File: src/hdl/pidf_pkg.sv
// ----------------------------------------------------------------------------
// pidf_pkg - shared types and constants of the panel input debounce filter
// Holds field widths, event kinds, the button label table and the queue entry.
// ----------------------------------------------------------------------------
`default_nettype none
package pidf_pkg;
  localparam int unsigned ButtonCount = 20;
  localparam int unsigned RotaryCount = 2;
  localparam int unsigned SwitchCount = 2;
  localparam int unsigned PotCount    = 2;
  localparam int unsigned EventSlots  = ButtonCount + RotaryCount + SwitchCount + 1 + PotCount;
  localparam int unsigned SlotW       = $clog2(EventSlots);
  localparam int unsigned QueueDepth  = 4;
  localparam logic [19:0] AccMax      = 20'hFFFFF;

  localparam logic [2:0] KindButton = 3'd0;
  localparam logic [2:0] KindRotary = 3'd1;
  localparam logic [2:0] KindSwitch = 3'd2;
  localparam logic [2:0] KindStart  = 3'd3;
  localparam logic [2:0] KindPot    = 3'd4;

  localparam logic [2:0] RegButtonWin = 3'd0;
  localparam logic [2:0] RegRotaryHold = 3'd1;
  localparam logic [2:0] RegSwitchWin = 3'd2;
  localparam logic [2:0] RegStartWin  = 3'd3;
  localparam logic [2:0] RegPotEvery  = 3'd4;
  localparam logic [2:0] RegEmaShift  = 3'd5;
  localparam logic [2:0] RegDeadband  = 3'd6;

  function automatic logic [4:0] label_of_raw(input logic [3:0] r);
    logic [4:0] l;
    case (r)
      4'd0: l = 5'd1;   4'd1: l = 5'd2;   4'd2: l = 5'd3;   4'd3: l = 5'd4;
      4'd4: l = 5'd6;   4'd5: l = 5'd5;   4'd6: l = 5'd7;   4'd7: l = 5'd8;
      4'd8: l = 5'd9;   4'd9: l = 5'd10;  4'd10: l = 5'd11; 4'd11: l = 5'd12;
      4'd12: l = 5'd16; 4'd13: l = 5'd15; 4'd14: l = 5'd13; default: l = 5'd14;
    endcase
    return l;
  endfunction

  // one classified tick: which slots fire, their values, the new mask
  typedef struct packed {
    logic [EventSlots-1:0] fire;
    logic [2:0]            rot_a;
    logic [2:0]            rot_b;
    logic [1:0]            sw;
    logic                  start;
    logic [11:0]           pot_a;
    logic [11:0]           pot_b;
    logic [19:0]           mask;
  } tick_t;
endpackage
`default_nettype wire

File: src/hdl/pidf_front.sv
// ----------------------------------------------------------------------------
// pidf_front - tick classifier
// Decodes one scan tick, updates debounce, rotary and EMA state and produces
// the set of events that the tick raises.
// ----------------------------------------------------------------------------
`default_nettype none
module pidf_front (
  input  wire logic                clk_i,
  input  wire logic                rst_ni,
  input  wire logic                take_i,
  input  wire logic [2:0]          enc_lo_i,
  input  wire logic [2:0]          enc_hi_i,
  input  wire logic [1:0]          patch_i,
  input  wire logic [3:0]          direct_i,
  input  wire logic [2:0]          rot_a_i,
  input  wire logic [2:0]          rot_b_i,
  input  wire logic [1:0]          sw_i,
  input  wire logic                start_i,
  input  wire logic [31:0]         now_i,
  input  wire logic [11:0]         pot_a_i,
  input  wire logic [11:0]         pot_b_i,
  input  wire logic [7:0]          btn_win_i,
  input  wire logic [9:0]          rot_hold_i,
  input  wire logic [7:0]          sw_win_i,
  input  wire logic [7:0]          start_win_i,
  input  wire logic [4:0]          pot_every_i,
  input  wire logic [3:0]          ema_shift_i,
  input  wire logic [11:0]         deadband_i,
  output pidf_pkg::tick_t          tick_o,
  output logic                     emit_o
);
  logic [19:0]       pressed_q, pressed_d;
  logic [31:0]       bstamp_q [20];
  logic [31:0]       bstamp_d [20];
  logic [2:0]        rpos_q [2], rpos_d [2], rcand_q [2], rcand_d [2];
  logic [31:0]       rstamp_q [2], rstamp_d [2];
  logic [1:0]        sws_q, sws_d;
  logic [31:0]       swstamp_q [2], swstamp_d [2];
  logic              st_q, st_d;
  logic [31:0]       ststamp_q, ststamp_d;
  logic [19:0]       acc_q [2], acc_d [2];
  logic [11:0]       rep_q [2], rep_d [2];
  logic [4:0]        div_q, div_d;
  logic              primed_q;
  logic [19:0]       now_b;
  logic [15:0]       raw;
  logic [2:0]        rot [2];
  logic [1:0]        swl;
  logic              stl;
  logic [11:0]       pot [2];
  logic [3:0]        sh;
  logic [4:0]        lbl;
  logic [31:0]       el;
  logic [20:0]       acc_w;
  logic [11:0]       v, dlt;
  logic [4:0]        div_inc;
  pidf_pkg::tick_t   t;

  always_comb begin
    raw = 16'd0;
    raw[0] = ~patch_i[0];
    raw[8] = ~patch_i[1];
    if (enc_lo_i != 3'd7) raw[3'd7 - enc_lo_i] = 1'b1;
    if (enc_hi_i != 3'd7) raw[{1'b1, 3'd7 - enc_hi_i}] = 1'b1;
    now_b = {~direct_i, 16'd0};
    for (int i = 0; i < 16; i++) begin
      lbl = pidf_pkg::label_of_raw(4'(i));
      if (raw[i]) now_b[lbl - 5'd1] = 1'b1;
    end
  end

  assign rot[0] = rot_a_i;
  assign rot[1] = rot_b_i;
  assign swl    = ~sw_i;
  assign stl    = ~start_i;
  assign pot[0] = pot_a_i;
  assign pot[1] = pot_b_i;
  assign sh     = (ema_shift_i > 4'd8) ? 4'd8 : ema_shift_i;

  always_comb begin
    pressed_d = pressed_q; bstamp_d = bstamp_q;
    rpos_d = rpos_q; rcand_d = rcand_q; rstamp_d = rstamp_q;
    sws_d = sws_q; swstamp_d = swstamp_q; st_d = st_q; ststamp_d = ststamp_q;
    acc_d = acc_q; rep_d = rep_q; div_d = div_q;
    t = '0;
    el = '0; acc_w = '0; v = '0; dlt = '0; div_inc = '0;
    if (!primed_q) begin
      pressed_d = now_b;
      for (int i = 0; i < 20; i++) bstamp_d[i] = now_i;
      for (int i = 0; i < 2; i++) begin
        rpos_d[i] = rot[i]; rcand_d[i] = rot[i]; rstamp_d[i] = now_i;
        swstamp_d[i] = now_i;
        acc_d[i] = 20'({8'd0, pot[i]} << sh);
        rep_d[i] = pot[i];
      end
      sws_d = swl; st_d = stl; ststamp_d = now_i;
    end else begin
      for (int i = 0; i < 20; i++) begin
        el = now_i - bstamp_q[i];
        if (now_b[i] != pressed_q[i] && el >= {24'd0, btn_win_i}) begin
          pressed_d[i] = now_b[i];
          bstamp_d[i] = now_i;
          t.fire[i] = now_b[i];
        end
      end
      for (int i = 0; i < 2; i++) begin
        el = now_i - rstamp_q[i];
        if (rot[i] == rpos_q[i]) begin
          rcand_d[i] = rot[i];
        end else if (rot[i] == rcand_q[i]) begin
          if (el >= {22'd0, rot_hold_i}) begin
            rpos_d[i] = rot[i];
            t.fire[20 + i] = 1'b1;
          end
        end else begin
          rcand_d[i] = rot[i];
          rstamp_d[i] = now_i;
        end
      end
      for (int i = 0; i < 2; i++) begin
        el = now_i - swstamp_q[i];
        if (swl[i] != sws_q[i] && el >= {24'd0, sw_win_i}) begin
          sws_d[i] = swl[i];
          swstamp_d[i] = now_i;
          t.fire[22 + i] = 1'b1;
        end
      end
      el = now_i - ststamp_q;
      if (stl != st_q && el >= {24'd0, start_win_i}) begin
        st_d = stl;
        ststamp_d = now_i;
        t.fire[24] = 1'b1;
      end
      div_inc = div_q + 5'd1;
      div_d = div_inc;
      if (div_inc >= pot_every_i) begin
        div_d = 5'd0;
        for (int i = 0; i < 2; i++) begin
          acc_w = {1'b0, acc_q[i]} - {1'b0, acc_q[i] >> sh} + {9'd0, pot[i]};
          if (acc_w > {1'b0, pidf_pkg::AccMax}) acc_w = {1'b0, pidf_pkg::AccMax};
          acc_d[i] = acc_w[19:0];
          v = 12'(acc_w[19:0] >> sh);
          dlt = (v >= rep_q[i]) ? v - rep_q[i] : rep_q[i] - v;
          if (dlt >= deadband_i) begin
            rep_d[i] = v;
            t.fire[25 + i] = 1'b1;
          end
          if (i == 0) t.pot_a = v; else t.pot_b = v;
        end
      end
    end
    t.rot_a = rot[0];
    t.rot_b = rot[1];
    t.sw    = swl;
    t.start = stl;
    t.mask  = pressed_d;
  end

  always_ff @(posedge clk_i or negedge rst_ni) begin
    if (!rst_ni) begin
      pressed_q <= '0; rpos_q <= '{default: '0}; rcand_q <= '{default: '0};
      rstamp_q <= '{default: '0}; sws_q <= '0; swstamp_q <= '{default: '0};
      st_q <= 1'b0; ststamp_q <= '0; acc_q <= '{default: '0};
      rep_q <= '{default: '0}; div_q <= '0; primed_q <= 1'b0;
      bstamp_q <= '{default: '0};
    end else if (take_i) begin
      pressed_q <= pressed_d; bstamp_q <= bstamp_d; rpos_q <= rpos_d;
      rcand_q <= rcand_d; rstamp_q <= rstamp_d; sws_q <= sws_d;
      swstamp_q <= swstamp_d; st_q <= st_d; ststamp_q <= ststamp_d;
      acc_q <= acc_d; rep_q <= rep_d; div_q <= div_d; primed_q <= 1'b1;
    end
  end

  assign tick_o = t;
  assign emit_o = take_i && (t.fire != '0);
endmodule
`default_nettype wire

File: src/hdl/pidf_queue.sv
// ----------------------------------------------------------------------------
// pidf_queue - tick queue
// Short FIFO of classified ticks between classifier and event sequencer.
// ----------------------------------------------------------------------------
`default_nettype none
module pidf_queue #(
  parameter int unsigned Depth = pidf_pkg::QueueDepth
) (
  input  wire logic      clk_i,
  input  wire logic      rst_ni,
  input  wire logic      push_i,
  input  wire pidf_pkg::tick_t data_i,
  output logic           full_o,
  input  wire logic      pop_i,
  output logic           empty_o,
  output pidf_pkg::tick_t data_o
);
  localparam int unsigned AW = (Depth > 1) ? $clog2(Depth) : 1;
  pidf_pkg::tick_t mem_q [Depth];
  logic [AW-1:0]   wr_q, wr_d, rd_q, rd_d;
  logic [AW:0]     cnt_q, cnt_d;

  always_comb begin
    wr_d = wr_q; rd_d = rd_q; cnt_d = cnt_q;
    if (push_i) begin
      wr_d = (wr_q == AW'(Depth - 1)) ? '0 : wr_q + 1'b1;
    end
    if (pop_i) begin
      rd_d = (rd_q == AW'(Depth - 1)) ? '0 : rd_q + 1'b1;
    end
    if (push_i && !pop_i) cnt_d = cnt_q + 1'b1;
    else if (pop_i && !push_i) cnt_d = cnt_q - 1'b1;
  end

  always_ff @(posedge clk_i or negedge rst_ni) begin
    if (!rst_ni) begin
      wr_q <= '0; rd_q <= '0; cnt_q <= '0;
    end else begin
      wr_q <= wr_d; rd_q <= rd_d; cnt_q <= cnt_d;
    end
  end

  always_ff @(posedge clk_i) begin
    if (push_i) mem_q[wr_q] <= data_i;
  end

  assign full_o  = (cnt_q == (AW+1)'(Depth));
  assign empty_o = (cnt_q == '0);
  assign data_o  = mem_q[rd_q];
endmodule
`default_nettype wire

File: src/hdl/pidf_back.sv
// ----------------------------------------------------------------------------
// pidf_back - event sequencer
// Walks a tick's fired slots into an output register, one per cycle unless stalled.
// ----------------------------------------------------------------------------
`default_nettype none
module pidf_back (
  input  wire logic       clk_i,
  input  wire logic       rst_ni,
  input  wire logic       empty_i,
  input  wire pidf_pkg::tick_t tick_i,
  output logic            pop_o,
  output logic            m_axis_tvalid,
  input  wire logic       m_axis_tready,
  output logic [39:0]     m_axis_tdata,
  output logic [2:0]      m_axis_tuser,
  output logic            m_axis_tlast
);
  logic [pidf_pkg::EventSlots-1:0] done_q, done_d, left;
  logic [pidf_pkg::SlotW-1:0]      sel;
  logic                            found, more, load;
  logic                            vld_q;
  logic [39:0]                     dat_q, dat_d;
  logic [2:0]                      usr_q;
  logic                            lst_q;
  logic [2:0]                      kind;
  logic [4:0]                      id;
  logic [11:0]                     val;

  assign left = tick_i.fire & ~done_q;

  always_comb begin
    sel = '0; found = 1'b0;
    for (int i = pidf_pkg::EventSlots - 1; i >= 0; i--) begin
      if (left[i]) begin
        sel = pidf_pkg::SlotW'(i); found = 1'b1;
      end
    end
    more = (left & ~(pidf_pkg::EventSlots'(1) << sel)) != '0;
  end

  always_comb begin
    kind = pidf_pkg::KindButton; id = 5'(sel) + 5'd1; val = '0;
    if (sel >= 5'd25) begin
      kind = pidf_pkg::KindPot; id = 5'(sel) - 5'd24;
      val = (sel == 5'd25) ? tick_i.pot_a : tick_i.pot_b;
    end else if (sel == 5'd24) begin
      kind = pidf_pkg::KindStart; id = 5'd1; val = {11'd0, tick_i.start};
    end else if (sel >= 5'd22) begin
      kind = pidf_pkg::KindSwitch; id = 5'(sel) - 5'd21;
      val = {11'd0, tick_i.sw[sel[0]]};
    end else if (sel >= 5'd20) begin
      kind = pidf_pkg::KindRotary; id = 5'(sel) - 5'd19;
      val = {9'd0, sel[0] ? tick_i.rot_b : tick_i.rot_a};
    end
  end

  assign load  = !empty_i && found && (!vld_q || m_axis_tready);
  assign pop_o = load && !more;
  assign dat_d = {3'd0, tick_i.mask, val, id};

  always_comb begin
    done_d = done_q;
    if (load) done_d = more ? (done_q | (pidf_pkg::EventSlots'(1) << sel)) : '0;
  end

  always_ff @(posedge clk_i or negedge rst_ni) begin
    if (!rst_ni) begin
      vld_q <= 1'b0; done_q <= '0;
    end else begin
      done_q <= done_d;
      if (load) vld_q <= 1'b1;
      else if (m_axis_tready) vld_q <= 1'b0;
    end
  end

  always_ff @(posedge clk_i) begin
    if (load) begin
      dat_q <= dat_d; usr_q <= kind; lst_q <= !more;
    end
  end

  assign m_axis_tvalid = vld_q;
  assign m_axis_tdata  = dat_q;
  assign m_axis_tuser  = usr_q;
  assign m_axis_tlast  = lst_q;
endmodule
`default_nettype wire

File: src/hdl/panel_input_debounce_filter.sv
// ----------------------------------------------------------------------------
// panel_input_debounce_filter - panel scan debouncer and pot filter
// Classifies scan ticks into events and sends them out one request at a time.
// ----------------------------------------------------------------------------
//  channel   dir  tdata / tuser / tlast
//  s_axis    in   scan tick, 80-bit tdata
//  m_axis    out  event, 40-bit tdata, 3-bit tuser kind, tlast on final event
//  cfg       in   write enable, 3-bit index, 12-bit data
// A tick is classified in the cycle it is taken; a tick's events then
// leave at one per cycle from the sequencer while m_axis_tready is high.
// A four-entry tick queue decouples both sides; input stalls only when it is
// full. Reset clears filter and sequencing state, and loads config defaults.
// ----------------------------------------------------------------------------
`default_nettype none
module panel_input_debounce_filter #(
  parameter int unsigned QueueDepth = pidf_pkg::QueueDepth
) (
  input  wire logic        clk_i,
  input  wire logic        rst_ni,
  input  wire logic        s_axis_tvalid,
  output logic             s_axis_tready,
  // enc_code_low, enc_code_high, patch_levels, direct_levels, rotary_a,
  // rotary_b, switch_levels, start_level, now_ms, pot_a, pot_b
  input  wire logic [79:0] s_axis_tdata,
  output logic             m_axis_tvalid,
  input  wire logic        m_axis_tready,
  // event_id, event_value, held_mask
  output logic [39:0]      m_axis_tdata,
  // event_kind
  output logic [2:0]       m_axis_tuser,
  output logic             m_axis_tlast,
  input  wire logic        cfg_we_i,
  input  wire logic [2:0]  cfg_index_i,
  input  wire logic [11:0] cfg_data_i
);
  logic [7:0]  btn_win_q, sw_win_q, st_win_q;
  logic [9:0]  rot_hold_q;
  logic [4:0]  pot_every_q;
  logic [3:0]  ema_q;
  logic [11:0] db_q;
  logic        take, emit, full, empty, pop;
  pidf_pkg::tick_t tick_f, tick_b;

  always_ff @(posedge clk_i or negedge rst_ni) begin
    if (!rst_ni) begin
      btn_win_q <= 8'd5; rot_hold_q <= 10'd100; sw_win_q <= 8'd10;
      st_win_q <= 8'd5; pot_every_q <= 5'd16; ema_q <= 4'd5; db_q <= 12'd16;
    end else if (cfg_we_i) begin
      case (cfg_index_i)
        pidf_pkg::RegButtonWin:  btn_win_q   <= cfg_data_i[7:0];
        pidf_pkg::RegRotaryHold: rot_hold_q  <= cfg_data_i[9:0];
        pidf_pkg::RegSwitchWin:  sw_win_q    <= cfg_data_i[7:0];
        pidf_pkg::RegStartWin:   st_win_q    <= cfg_data_i[7:0];
        pidf_pkg::RegPotEvery:   pot_every_q <= cfg_data_i[4:0];
        pidf_pkg::RegEmaShift:   ema_q       <= cfg_data_i[3:0];
        pidf_pkg::RegDeadband:   db_q        <= cfg_data_i;
        default: ;
      endcase
    end
  end

  assign s_axis_tready = !full;
  assign take = s_axis_tvalid && !full;

  pidf_front u_front (
    .clk_i, .rst_ni, .take_i(take),
    .enc_lo_i(s_axis_tdata[2:0]), .enc_hi_i(s_axis_tdata[5:3]),
    .patch_i(s_axis_tdata[7:6]), .direct_i(s_axis_tdata[11:8]),
    .rot_a_i(s_axis_tdata[14:12]), .rot_b_i(s_axis_tdata[17:15]),
    .sw_i(s_axis_tdata[19:18]), .start_i(s_axis_tdata[20]),
    .now_i(s_axis_tdata[52:21]), .pot_a_i(s_axis_tdata[64:53]),
    .pot_b_i(s_axis_tdata[76:65]),
    .btn_win_i(btn_win_q), .rot_hold_i(rot_hold_q), .sw_win_i(sw_win_q),
    .start_win_i(st_win_q), .pot_every_i(pot_every_q), .ema_shift_i(ema_q),
    .deadband_i(db_q), .tick_o(tick_f), .emit_o(emit)
  );

  pidf_queue #(.Depth(QueueDepth)) u_queue (
    .clk_i, .rst_ni, .push_i(emit), .data_i(tick_f), .full_o(full),
    .pop_i(pop), .empty_o(empty), .data_o(tick_b)
  );

  pidf_back u_back (
    .clk_i, .rst_ni, .empty_i(empty), .tick_i(tick_b), .pop_o(pop),
    .m_axis_tvalid, .m_axis_tready, .m_axis_tdata, .m_axis_tuser, .m_axis_tlast
  );
endmodule
`default_nettype wire
File: config.mk
export PLATFORM = sky130hd
export DESIGN_NAME = panel_input_debounce_filter
export DESIGN_NICKNAME = d
export VERILOG_FILES = /design/src/hdl/pidf_pkg.sv /design/src/hdl/pidf_front.sv /design/src/hdl/pidf_queue.sv /design/src/hdl/pidf_back.sv /design/src/hdl/panel_input_debounce_filter.sv
export SDC_FILE = /design/constraint.sdc
export NUM_CORES = 2
export LEC_CHECK = 0
export BUFFER_PORTS_ARGS = -buffer_cell sky130_fd_sc_hd__buf_2
export CORE_MARGIN = 1
export CORE_UTILIZATION = 45
export CTS_CLUSTER_DIAMETER = 120
export CTS_CLUSTER_SIZE = 40
export DETAILED_ROUTE_END_ITERATION = 8
export HOLD_SLACK_MARGIN = 0.05
export PLACE_DENSITY = 0.67
export SYNTH_ARGS = -nofsm -noshare
export SYNTH_HDL_FRONTEND = slang
export SYNTH_HIERARCHICAL = 1
export SYNTH_SLANG_ARGS = --single-unit
File: constraint.sdc
create_clock -name clk_i -period 13.17 [get_ports clk_i]
set_input_delay 1.317 -clock clk_i [delete_from_list [all_inputs] [get_ports clk_i]]
set_output_delay 1.317 -clock clk_i [all_outputs]
set_load 0.01 [all_outputs]
**Word-level counts from Yosys, hierarchy flattened**

Memories as Yosys holds them, arrays and structs flattened.
Cells that the tools add are included.

- Bits in registers: 1036
- Bits in writable memories: 320
- Bits of input ports: 100
- Output and inout bits: 46
- Logic and storage cells: 540
- Memories: 1

- Add/subtract/negate cells: 44
- $lt $le $gt $ge: 41
- Equality and inequality tests: 76
- Shifts and indexed selects: 7
- Mux-type cells: 220
- Bitwise gates (word level): 12
- Reductions and logical operators: 85

Memories:

| memory | depth | width | rd ports | clocked after memory_dff | write ports | RTL line | text |
|---|---|---|---|---|---|---|---|
| u_queue.mem_q | 4 | 80 | 1 | 0 | 1 | pidf_queue.sv:19 | `pidf_pkg::tick_t mem_q [Depth];` |

Operators with widths:

| kind | number |
|---|---|
| 32-bit 2-to-1 mux | 28 |
| 32-bit subtractor | 25 |
| 32-bit by 8-bit greater-or-equal comparator with 1-bit output | 23 |
| 640-bit 2-to-1 mux | 1 |
| 5-bit 2-to-1 mux | 33 |
| 20-bit 2-to-1 mux | 7 |
| 64-bit 2-to-1 mux | 2 |
| 12-bit 2-to-1 mux | 9 |
| 24-bit 2-to-1 mux | 4 |
| 1-bit 2-to-1 mux | 92 |
| 40-bit 2-to-1 mux | 2 |
| 2-bit inequality test (second input constant) | 34 |
| 2-bit AND reduction | 34 |
| 32-bit by 10-bit greater-or-equal comparator with 1-bit output | 2 |
| 27-bit AND | 2 |
| 27-bit 2-to-1 mux | 2 |
| 27-bit inverter | 2 |
| 27-bit nonzero test | 2 |
| 3-bit 2-to-1 mux | 17 |
| 12-bit greater-or-equal comparator | 4 |
| 16-bit 2-to-1 mux | 3 |
| 12-bit subtractor | 4 |
| 21-bit by 12-bit adder with 21-bit output | 2 |
| 21-bit by 20-bit > comparator with 1-bit output (second input constant) | 2 |
| other kinds (52) | 149 |

**Depth between registers and ports, before layout**

- Depth after elaboration: 38
- Depth in mapped cells: 64
- Mapped depth without buffers: 58

**Modules after synthesis**

The synthesis kept the hierarchy.

Modules (own cells, without submodules):

| module | times used | cells an instance | area each (sq um) | seq. area each (sq um) |
|---|---|---|---|---|
| pidf_front | 1 | 11833 | 96527.6 | 22646.7 |
| pidf_queue | 1 | 455 | 12034.0 | 9784.4 |
| pidf_back | 1 | 390 | 3903.7 | 1931.9 |
| panel_input_debounce_filter | 1 | 122 | 2130.8 | 1392.6 |

**Least setup slack after synthesis**

Ideal clock, no wire load.

- Path type: register to register
- Start point: register ema_q[0]
- End point: memory u_queue/mem_q[0][0] in the netlist's numbering (enable)
- Setup time: 447 ps
- Arrival: 12771 ps
- Data required time: 12723 ps
- Path slack: -48 ps
- Stages on the path, launching flop included: 57
- Path buffers: 8
- Clock period less this slack: 13218 ps
- Cells stage by stage: dfstp_2 -> clkbuf_1 -> inv_1 -> nor2_1 -> buf_1 -> clkbuf_1 -> buf_1 -> clkbuf_1 -> mux2i_1 -> and2_1 -> a31oi_1 -> a21o_1 -> fa_1 -> inv_1 -> fa_1 -> nor2b_1 -> o21a_1 -> o21ai_0 -> (+21 left out) -> nand2_1 -> clkbuf_1 -> mux2_2 -> ha_1 -> a21o_1 -> a21o_1 -> a21oi_1 -> o21a_1 -> o21ai_0 -> a21oi_1 -> nor2_1 -> nor4_1 -> o21bai_1 -> nor4b_1 -> and4_1 -> nand2_1 -> o31a_1 -> and2_1

RTL lines:

| what | RTL line | text |
|---|---|---|
| start: declaration | panel_input_debounce_filter.sv:39 | `logic [3:0] ema_q;` |
| start signal: assignment | panel_input_debounce_filter.sv:55 | `pidf_pkg::RegEmaShift: ema_q <= cfg_data_i[3:0];` |
| end: declaration | pidf_queue.sv:19 |  |

==> parameters.txt <==
Parameter                              Value

Power and ir drop
  Sw Ratio ... 49.73%
  Int Power ... 0.01770 W
  Share of power burned in combinational logic ... 73.1%
  Cell area power density ... 290.8 nW/um2
  Sw power ... 0.01751 W
  Clock network fraction of total power ... 6.9%
  Sequential cell fraction of total power ... 20.0%
  Peak supply drop ... 255.0 uV
  Reported leakage power ... 52.95 nW

Timing
  Fin crit share ... 94.74%
  Final number of setup-violating endpoints ... 0
  Min Tclk post-route ... 12.48 ns
  Final Skew ... 0.08005 ns
  Count of final max-slew check failures ... 0
  Final worst hold slack ... 0.4943 ns
  Max frequency ... 0.08015 GHz
  Slew headroom ... 4.792%
  Slew at the pin closest to its max-slew limit ... 1.416 ns
  Hold Fails Final Rpt ... 0
  Final worst setup slack ... 0.6932 ns

CTS
  Total clock buffers created by CTS ... 51
  Maximum level of the CTS H-tree ... 2
  Number of buffers on the longest clock path ... 3
  CTS tree ... built
  Worst-skew pair later-pin latency ... 0.80 ns
  Root cell of the clock tree ... sky130_fd_sc_hd__clkbuf_16
  Clock sink count ... 1356
  Post-CTS Setup Repair Bufs ... 0
  Clock input transition at the sequential cells of the worst setup and hold paths ... 0.14 ns

Drt
  Number of remaining DRC errors ... 0
  Number of vias per cell after detailed routing ... 6.048
  Total number of vias ... 97328
  Number of routed nets with antenna violations ... 0
  Initial DRC Count ... 8711
  Final Routed Wirelength ... 339700 um
  Number of search-and-repair iterations in the first detailed-routing pass ... 6
  Avg WL per Cell ... 21.11 um

Synth
  Flop and latch count out of synthesis ... 1356
  FFs w/ async S/R, synth ... 73.38%
  Proportion of synthesized chip area in sequential cells ... 31.20%
  Netlist area before placement ... 114600 um2
  Leading post-synthesis cells by cell area ... sky130_fd_sc_hd__dfrtp_1 21%, sky130_fd_sc_hd__ha_1 12%, sky130_fd_sc_hd__edfxtp_1 9.5%
  Synthesized area per cell ... 8.953 um2
  Most numerous cell types in the synthesized netlist ... 1205 x sky130_fd_sc_hd__inv_1, 1119 x sky130_fd_sc_hd__ha_1, 1019 x sky130_fd_sc_hd__nand2_1
  Number of instances in the synthesized netlist ... 12800
  Most frequent cell after synthesis ... sky130_fd_sc_hd__inv_1
  Number of synthesized flops with an enable pin ... 361
  Share of the synthesized area in the top cell type ... 21.44%
  Unique cell type count in the Yosys netlist ... 120
  Top flip-flop cell by instance count after synthesis ... sky130_fd_sc_hd__dfrtp_1
  Cell type with the highest aggregate area in the netlist ... sky130_fd_sc_hd__dfrtp_1
  Synthesis warning total ... 6

Job
  Reported max-cap violation count ... 0

Placement
  Worst setup timing slack at the placement stage ... 0.3611 ns
  Last weighted congestion value of the routability-driven placer ... 0.9514
  Placement-stage cell area ... 119000 um2
  Post-detailed-placement half-perimeter wirelength ... 242300 um
  Count of port buffers added during placement ... 139
  Total placed cells including tap cells ... 15981

Worst setup path
  Worst Setup Start Kind ... register
  FF-to-FF setup slack ... 0.69 ns
  Max FO, Critical Path ... 29
  Crit Path Category ... register to register
  Reg-to-reg critical path endpoint ... u_queue/cnt_q[1]
  R2r worst-path depth ... 53
  Critical Path Slowest Stage Cell ... sky130_fd_sc_hd__dfrtp_4
  Endpoint class of the critical path ... register
  Crit path DAT ... 13.16 ns
  Launching point of the worst reg2reg path ... ema_q[3]
  Max incr delay on CP ... 0.53 ns
  Worst path required time ... 13.86 ns

Floorplan
  Area inside the core boundary ... 252300 um2
  Num rows ... 184
  Die Y-Extent ... 506.6 um
  Initial cell density of the core ... 45.42%
  Overall die area ... 256700 um2
  IO Pins ... 146
  Chip Width ... 506.6 um

Worst hold path
  Hold EP ... u_front/rep_q[11]
  Worst hold path cell count ... 1
  Hold/Removal Path Class ... register to register
  Source of the worst hold timing path ... u_front/rep_q[11]

Cells and area
  Area used by multi-input combinational logic ... 72410 um2
  Share of post-route cells with drive strength above 1 ... 10.99%
  Area Growth Syn to Fin ... 5.632%
  Design area ... 121100 um2
  Sequential cell area ... 35770 um2
  Total Nets Final ... 13968
  Number of fillers in the final layout ... 24308
  Number of standard cells in the layout, taps in and fillers out ... 16092

GRT
  Number of antenna violations at the first check in global routing ... 21
  Vias in the first global route ... 90910
  First-pass GRT wire length ... 526400 um
  Global-route congestion overflow total ... 0
  Maximum number of pins on one net before global-route repair ... 153
  Overall global routing resource usage ... 25.68%

Outcome
  Result of the run ... complete, no violations
critical path: cells and delay by family (launching register included):
kind                       cells  cell delay [ns]
xor gates and xnor gates       1             0.16
DFF                            1             0.53
adders and majority gates      7             2.24
AOI/OAI and AO/OA             25             5.62
muxes                          3             0.83
buffers and inverters          5             0.69
and+or+nand+nor               12             2.27
cell families after synthesis:
group,share of synthesized area [%]
buffers and inverters,5.840
muxes,11.13
adders and majority gates,13.18
other,0.003272
AOI/OAI and AO/OA,20.14
xor gates and xnor gates,3.316
DFF,31.20
and+or+nand+nor,15.19
registers in the layout (all words and copies together) (netlist names), 10 cells and up:
register	count
db_q	12
u_back/done_q	27
u_front/ststamp_q	32
u_front/rstamp_q	64
u_front/swstamp_q	64
u_front/rep_q	24
u_back/m_axis_tdata	37
rot_hold_q	10
u_queue/mem_q	320
u_front/bstamp_q	640
u_front/pressed_q	20
u_front/acc_q	40
power groups by stage:
stage	clock network, W	registers (W)	logic [W]
floorplan	0	0.00691	0.0195
global placement	0	0.00706	0.0250
detailed placement	0	0.00714	0.0251
CTS	0.00252	0.00704	0.0253
global route	0.00263	0.00725	0.0287
finish	0.00244	0.00704	0.0257
through the flow:
step                utilization (%)  TNS [ns]  power (W)
finish                        47.97         0    0.03521
global route                  47.97  -0.04268    0.03856
CTS                           47.93         0    0.03485
detailed placement            47.14         0    0.03228
global placement              47.14         0    0.03208
floorplan                         -         0    0.02641
what timing repair did:
| action | CTS | global route |
|---|---|---|
| endpoints found under the setup margin | 0 | 322 |
| hold buffers | 0 | 0 |
| gates resized for setup | 0 | 9 |
placed cells by master (no fill, tap or decap), types with 153 or more instances in the layout:
| cell type | count |
|---|---|
| sky130_fd_sc_hd__xnor2_1 | 259 |
| sky130_fd_sc_hd__nand4_1 | 157 |
| sky130_fd_sc_hd__dfrtp_1 | 978 |
| sky130_fd_sc_hd__buf_4 | 190 |
| sky130_fd_sc_hd__nor3_1 | 260 |
| sky130_fd_sc_hd__ha_1 | 1119 |
| sky130_fd_sc_hd__a211oi_1 | 155 |
| sky130_fd_sc_hd__o21ai_0 | 837 |
| sky130_fd_sc_hd__inv_1 | 1195 |
| sky130_fd_sc_hd__nor2b_1 | 164 |
| sky130_fd_sc_hd__a21o_1 | 287 |
| sky130_fd_sc_hd__nand2_1 | 1015 |
| sky130_fd_sc_hd__mux2_2 | 726 |
| sky130_fd_sc_hd__mux2i_1 | 230 |
| sky130_fd_sc_hd__nand2b_1 | 203 |
| sky130_fd_sc_hd__a21oi_1 | 929 |
| sky130_fd_sc_hd__xor2_1 | 173 |
| sky130_fd_sc_hd__o21a_1 | 153 |
| sky130_fd_sc_hd__edfxtp_1 | 361 |
| sky130_fd_sc_hd__nor2_1 | 803 |
| sky130_fd_sc_hd__nand3_1 | 259 |
routing by layer:
metal / share of wire (%) / GRT usage (%) / routed length [um] / up-vias
met5: 0.014 / 0 / 46 / -
met4: 3.0 / 7.008 / 10090 / 8
met3: 6.0 / 2.655 / 20460 / 428
met2: 44 / 40.84 / 150400 / 2923
met1: 47 / 36.93 / 158600 / 47371
li1: - / - / - / 46598
layout make-up:
| cell class | count | share of cell area [%] |
|---|---|---|
| repair buffers | 305 | 1.749 |
| well taps | 3348 | 3.461 |
| diodes | 8 | 0.01654 |
| flip-flops and latches | 1356 | 29.55 |
| clock inverters | 33 | 0.5034 |
| multi-input cells | 9768 | 59.82 |
| clock buffers | 62 | 1.141 |
| inverters | 1212 | 3.759 |
how the worst max path moves through the flow:
stage / from / end / cells past startpoint
after global routing: ema_q[3] / u_queue/cnt_q[1] / 53
final: ema_q[3] / u_queue/cnt_q[1] / 53
after floorplan: ema_q[0] / u_queue/mem_q[0][0] / 58
after CTS: ema_q[3] / u_queue/mem_q[3][38] / 50
after global placement: ema_q[3] / u_queue/mem_q[3][37] / 50
after detailed placement: ema_q[3] / u_queue/mem_q[3][41] / 50
No activity file was read; power rests on OpenSTA's default activity.
